[config.mk]
export PLATFORM = sky130hd
export DESIGN_NAME = qse_cell
export DESIGN_NICKNAME = d
export VERILOG_FILES = /design/src/rtl/core/qse_pkg.sv /design/src/rtl/core/qse_cell.sv
export SDC_FILE = /design/constraint.sdc
export NUM_CORES = 1
export LEC_CHECK = 0
export BUFFER_PORTS_ARGS = -buffer_cell sky130_fd_sc_hd__buf_2
export CAP_MARGIN = 25
export CORE_UTILIZATION = 41
export DETAILED_ROUTE_END_ITERATION = 6
export PLACE_DENSITY = 0.77
export SYNTH_ARGS = -nofsm -noshare
export SYNTH_HDL_FRONTEND = slang
export SYNTH_SLANG_ARGS = --single-unit
[constraint.sdc]
create_clock -name clk -period 3.8 [get_ports clk]
set_input_delay 0.38 -clock clk [delete_from_list [all_inputs] [get_ports clk]]
set_output_delay 0.38 -clock clk [all_outputs]
set_load 0.05 [all_outputs]
[src/rtl/core/qse_pkg.sv]
`default_nettype none

package qse_pkg;

  localparam int VALUE_W       = 32;
  localparam int MAX_ITEMS_DEF = 64;

  typedef logic signed [VALUE_W-1:0] value_t;

  typedef struct packed {
    value_t value;
    logic   last;
  } load_item_t;

  typedef struct packed {
    value_t sorted_value;
    logic   end_of_run;
    logic   overflow;
  } result_item_t;

  // Per-cycle command broadcast along the cell chain
  typedef struct packed {
    logic insert;
    logic shift;
  } qse_ctl_t;

endpackage

`default_nettype wire

[src/rtl/core/qse_cell.sv]
`default_nettype none

module qse_cell
  import qse_pkg::*;
(
  input  wire logic     clk,
  input  wire qse_ctl_t ctl,
  input  wire value_t   ins_value,
  input  wire value_t   lower_value,
  input  wire logic     lower_gt,
  input  wire value_t   upper_value,
  input  wire logic     occupied,
  output value_t        value,
  output logic          gt
);

  // An empty cell counts as larger than anything, so the new value lands
  // in the first empty slot when it is the largest so far.
  assign gt = !occupied || (value > ins_value);

  always_ff @(posedge clk) begin
    if (ctl.insert) begin
      if (gt) begin
        value <= lower_gt ? lower_value : ins_value;
      end
    end else if (ctl.shift) begin
      value <= upper_value;
    end
  end

endmodule

`default_nettype wire

# Yosys cells after proc, flatten, opt, wreduce, memory -nomap -nowiden
# Index checks and enable logic that the tools add are counted.
op_classes:
  add_sub_neg: 0
  multipliers: 0
  div: 0
  n_lt_le_gt_ge: 1
  eq_ne: 1
  shifts: 0
  n_mux: 4
  bitwise_logic: 0
  reduce_logical: 4
ops:
  columns: ["operator", "count"]
  rows:
  - ["2-to-1 mux 32 bit", 4]
  - ["greater-than comparator 32 bit", 1]
  - ["!= test 2 x 1 -> 1 bit, second input constant", 1]
  - ["AND reduction 2 bit", 1]
  - ["nonzero test 2 bit", 1]
  - ["zero test 1 bit", 1]
  - ["logical OR 1 bit", 1]
totals:
  register_bits: 32
  latchBits: 0
  ramBits: 0
  rom_bits: 0
  out_inout_bits: 33
  n_memories: 0

# Depth between registers and ports, before layout
# Gate-level depths: netlist of the first run.
logic_depth:
  word_depth: 4
  mapped_depth: 8
  depth_no_buf: 8

# Worst setup path after synthesis of the first run
# OpenSTA, ideal clock, no wires.
synth_path:
  path_type: "register to register"
  from: "register value[31]"
  to: "register value[0] (enable)"
  setup_time_ns: 0.441
  arrival_time_ns: 3.548
  t_required_ns: 3.359
  slack_ns: -0.189
  path_stages_with_launch: 8
  path_buffers: 0
  period_less_slack_ns: 3.989
  cell_sequence: "edfxtp_1 > ha_1 > nand4_2 > nor4_2 > nand4_1 > a31oi_1 > o221ai_1 > a31oi_1"
synth_between:
  elab_chain_cells: 4
synth_rtl:
  columns: ["element", "line_no", "rtl"]
  rows:
  - ["start: declaration", "qse_cell.sv:13", "output value_t value,"]
  - ["start signal: assignment", "qse_cell.sv:24", "value <= lower_gt ? lower_value : ins_value;"]
  - ["start signal: assignment", "qse_cell.sv:27", "value <= upper_value;"]
  - ["greater-than comparator 32 bit", "qse_cell.sv:19", "assign gt = !occupied || (value > ins_value);"]
  - ["logical OR 1 bit", "qse_cell.sv:19", null]
  - ["!= test 2 x 1 -> 1 bit (no source line)", null, null]
  - ["AND reduction 2 bit (no source line)", null, null]
# Every way passes these cells.
# A chain may end at the register's enable or synchronous reset.

# Worst setup path after layout of the first run
layout_path:
  from: "register value[14]"
  to: "register value[10] (enable)"
# The elaborated chain is that of the path after synthesis.

==> run metrics, run 1 <==
flops & latches, synth 32; number of max-cap violations 0; Seq/Total Area, Yosys 39.1%; clock transition at the registers of the reported paths 70 ps; Largest register FFs 32; Clock Tree Buf Depth 2; Critical Path Sink Type flop; Worst Path Max Fanout 19; WP data required 3760 ps; peak supply drop 0.000167 V; setup violators final 0; status complete, no violations; drt wl/cell 12.8 um; Worst Setup SP value[14]$_DFFE_PP_; CTS sink count 32; H-tree depth 2; Top reg by flops value; filler cell count 528; I/O pins 134; cells after synthesis 256; total track usage 19.1%; Yosys top cell area share 39.1%; CTS Buf Count 5; initial antenna violation count 0; CTS hold repair buffers 0; most common cell after layout, fill and taps aside buf_2; Die Height 79.5 um; clock latency on the worst-skew pair 280 ps; global route total overflow 0; worst slew pin tran 973 ps; hold crit path type input port to flop; Relative slew margins 35.2%; CTS Root Cell clkbuf_8; met2 GRT Util 36.9%; Final nets 520; gpl congestion 0.795; antenna-violating nets left 0; Via-to-Cell Ratio 4.97; die width 79.5 um; synthesis-to-layout area growth 33.2%; CP Launch Type flop; largest registers value x32; commonest non-fill, non-tap cells in the layout buf_2 (133), a21oi_1 (42), nor2_1 (36); DP Worst Slack 712 ps; Antenna diodes 0; initial core utilization 43.6%; TritonCTS clock tree done; Area contributors post-synth edfxtp_1 (39%), ha_1 (16%), mux2i_1 (13%); number of port buffers 133; Final Critical Period 3000 ps; P per Cell Area 345 nW/um2; Residual DRC 0; setup TNS 0 ps; fraction of layout cells with a size suffix above 1 37.5%; Final Max Tran Viols 0; synth unique cells 27; core region area 5640 um2; Finished Core Util 58.1%; synthesis warning total 0; Fmax achieved 0.334 GHz; Site Rows 27; met3 GRT Util 3.43%; Post-Route WL 5890 um; Worst R2R Start value[14]$_DFFE_PP_; largest area contributor in the netlist edfxtp_1; synthesized net count 389; Syn Std Cell Area 2460 um2; vias in the first global route 2,240; met1 Use GR 21.3%; Worst Setup Path Type flop to flop; drt first pass iters 4; post-cts resize count 0; RSZ-0062 raised after global routing false; clk_skew 5.41 ps; largest net degree at the start of global routing 51; Arrival @ worst endpoint 2960 ps; Mean Syn Cell Area 9.61 um2; via count 2,280; Iter 0 DRT Violations 50; Die Footprint 6310 um2; setup ws final 802 ps; first-pass GRT wire length 9340 um; Final Hold Vio Count 0; global route hottest layer met2; hold path startpoint upper_value[3]; Leakage 0.00172 uW; hpwl dp 4860 um; fin crit share 78.9%; post-CTS setup buffers 0
==> metal layers <==
metal,vias up,wire (um)
met3,7,367
met4,0,47
li1,1172,-
met5,-,0
met2,95,2970
met1,1006,2500
==> worst max-delay path, cell delays in order (launching register included) <==
cell	delay, ps
edfxtp_1	410
ha_1	340
nand4_1	170
nor4_2	380
o21ai_1	120
a31oi_1	200
o221ai_1	190
a31oi_4	500
buf_4	370
==> cell usage after synthesis, drive strengths merged <==
cell    number
nor2        36
nor4         2
or2b         1
a221o        1
nand2b       2
o21ai        4
mux2i       32
o211ai       1
clkinv       1
ha          32
a31oi        2
a221oi       2
a21o         5
nand2        9
nand3        1
a21oi       42
inv         32
nand3b       1
and2         1
edfxtp      32
nand4        5
clkbuf       8
o221ai       1
buf          3
==> cells by family after synthesis <==
logic type,count (synthesis),synth area share (%)
DFF,32,39.1
adders and majority gates,32,16.3
buffers and inverters,44,6.87
and+or+nand+nor,58,11.6
muxes,32,13.0
AOI/OAI and AO/OA,58,13.2
==> path summary, 6_finish.rpt <==
kind | cells after the start | end | slack (ps)
max | 8 | value[10]$_DFFE_PP_ | 800
min | 3 | value[3]$_DFFE_PP_ | 410
max reg2reg | 8 | value[10]$_DFFE_PP_ | 800
min reg2reg | 4 | value[22]$_DFFE_PP_ | 1320
==> per-stage QoR <==
stage	power, uW	instance area (um2)	hold slack, ps	std cells
6_report	1130	3280	414	459
5_1_grt	1200	3280	424	459
4_1_cts	1140	3280	406	459
3_5_place_dp	902	3200	702	452
3_3_place_gp	892	3200	700	452
2_1_floorplan	764	2470	606	256
==> layout make-up <==
type,instances,area [um2],share of cell area (%)
Clock buffer,5,68.8,2.10
Clock inverter,2,7.51,0.229
Inverter,33,124,3.78
Multi-Input combinational cell,180,1350,41.0
Sequential cell,32,961,29.3
Tap cell,72,90.1,2.75
Timing Repair Buffer,135,681,20.8
==> report_power, final <==
part	internal [uW]	total, uW	switching (uW)
logic	147	431	284
registers	439	460	21.2
clock network	121	239	118
(Power assumes the default switching activity.)
==> run 2, diff against run 1 <==
clock period = 2.43 ns   (was 3.8 ns; I/O delays follow)
==> run 2 against run 1 <==
Compared with the run above: the flow now finishes with violations (negative setup slack); design area grew 13%; sequential power is 58% higher; register-to-register slack got worse by 950 ps; global-route usage rose by 1.6 points; flip-flop and latch count unchanged; routed wire length rose by 12%; first-iteration DRC count is 90% higher; highest routed layer unchanged; critical path type is now flop to output port.
==> run metrics, run 2 (synthesis gave the netlist of run 1 again) <==
status finished, violations left; failing checks negative setup slack; vias in the first global route 2,263 (+1.0%); Worst R2R Start value[31]$_DFFE_PP_; Post-Route WL 6610 um (+12%); peak supply drop 0.000297 V (+78%); Final Max Tran Viols 0 (unchanged); Leakage 0.00186 uW (+8.3%); CTS Root Cell clkbuf_8; Critical Path Sink Type output port; setup ws final -156 ps (-958 ps); Worst Path Max Fanout 3 (-16); Die Footprint 6310 um2 (unchanged); I/O pins 134 (unchanged); DP Worst Slack -96.7 ps (-809 ps); largest registers value x32; reg2reg setup slack -150 ps (-950 ps); Fmax achieved 0.387 GHz; number of max-cap violations 0 (unchanged); CTS Buf Count 5 (unchanged); H-tree depth 2 (unchanged); initial core utilization 43.6% (unchanged); setup violators final 33 (+33); drt wl/cell 13.9 um (+8.1%); clock transition at the registers of the reported paths 60 ps (about the same); Pwr Total 1930 uW (+70%); Site Rows 27 (unchanged); die width 79.5 um (unchanged); initial antenna violation count 0 (unchanged); core region area 5640 um2 (unchanged); clock latency on the worst-skew pair 280 ps (about the same); Top reg by flops value; Antenna diodes 0 (unchanged); hpwl dp 5120 um (+5.3%); global route total overflow 0 (unchanged); filler cell count 460 (-13%); number of port buffers 133 (unchanged); hold path startpoint upper_value[1]; total track usage 20.7% (+1.6 points); fraction of layout cells with a size suffix above 1 44.0% (+6.5 points); CP Launch Type flop; commonest non-fill, non-tap cells in the layout buf_2 (132), a21oi_1 (41), nor2_1 (36); Final nets 537 (+3.3%); Residual DRC 0 (unchanged); Final Hold Vio Count 0 (unchanged); Via-to-Cell Ratio 5.05 (+1.6%); CTS sink count 32 (unchanged); footprint of the multi-input gates 1540 um2 (+14%); Iter 0 DRT Violations 95 (+90%); synthesis-to-layout area growth 50.7%; Largest register FFs 32 (unchanged); WP data required 2190 ps (-1570 ps); drt first pass iters 4 (unchanged); worst slew pin tran 563 ps (-410 ps); Clock Tree Buf Depth 2 (unchanged); hold crit path type input port to flop; Relative slew margins 62.5% (+27 points); RSZ-0062 raised after global routing true; Worst Setup SP value[31]$_DFFE_PP_; Arrival @ worst endpoint 2340 ps (-620 ps); P per Cell Area 519 nW/um2 (+51%); Final Critical Period 2590 ps; largest net degree at the start of global routing 27 (-47%); CTS hold repair buffers 0 (unchanged); TritonCTS clock tree done; via count 2,408 (+5.6%); area occupied by registers 961 um2 (unchanged); first-pass GRT wire length 9970 um (+6.8%); clk_skew 4.78 ps (-0.628 ps); Worst Setup Path Type flop to output port; Die Height 79.5 um (unchanged); fin crit share 106%; gpl congestion 0.763 (-4.1%); most common cell after layout, fill and taps aside buf_2; antenna-violating nets left 0 (unchanged)
-- run 2: cell types whose count changed in the layout (fill, tap and decap cells not counted), moves of 2 or more --
cell,previous run,this run
buf_4,2,12
ha_1,32,20
ha_4,0,12
clkbuf_1,0,2
buf_12,0,4
clkbuf_16,0,3
-- run 2: per-stage QoR --
stage          area [um2]  util, %  instances  TNS (ps)  hold WS, ps
3_3_place_gp         3380     59.9        458         0          559
3_5_place_dp         3380     59.9        458     -2790          569
5_1_grt              3710     65.7        477     -9310          276
6_report             3710     65.7        477     -4620          278
2_1_floorplan        2570        -        256    -14130          469
4_1_cts              3540     62.7        471     -3490          275
-- run 2: worst paths after layout --
kind	depth (start not counted)	end
setup / recovery	8	gt
hold / removal	3	value[1]$_DFFE_PP_
hold reg to reg	6	value[0]$_DFFE_PP_
setup reg to reg	9	value[30]$_DFFE_PP_
-- run 2: cell type report --
type,count,share of cell area [%]
multi-input combinational,180,41.4
inverter,33,3.34
tap,72,2.43
sequential,32,25.9
clock buffer,7,2.06
clock inverter,1,0.101
timing repair buffer,152,24.7
-- run 2: per-layer routing --
layer  track usage, %  routed length, um
met5                0                  0
met4             4.91                 62
met3             5.14                439
met2             37.4               3370
met1             24.4               2740
-- run 2: repair_timing --
| action | CTS | global route |
|---|---|---|
| setup buffers | 5 | 4 |
| cloned | 0 | 3 |
| pin swaps | 7 | 16 |
| hold endpoints to repair | 0 | 0 |
| setup endpoints to repair | 33 | 33 |
| gates resized for setup | 6 | 6 |
-- run 2: power by group --
part	internal [uW]	switching, uW	leakage, uW
clock	199	187	0.0000399
sequential	686	40.4	0.000316
combinational	329	484	0.00150
total	1210	711	0.00186
-- run 2: critical path, cell delays in order, from the launching register on --
cell      delay (ps)
edfxtp_1         440
ha_4             320
nand4_4          110
nor4_4           360
nand4_1          190
a31oi_2          220
o221ai_2         150
nand2_1          110
buf_6            160
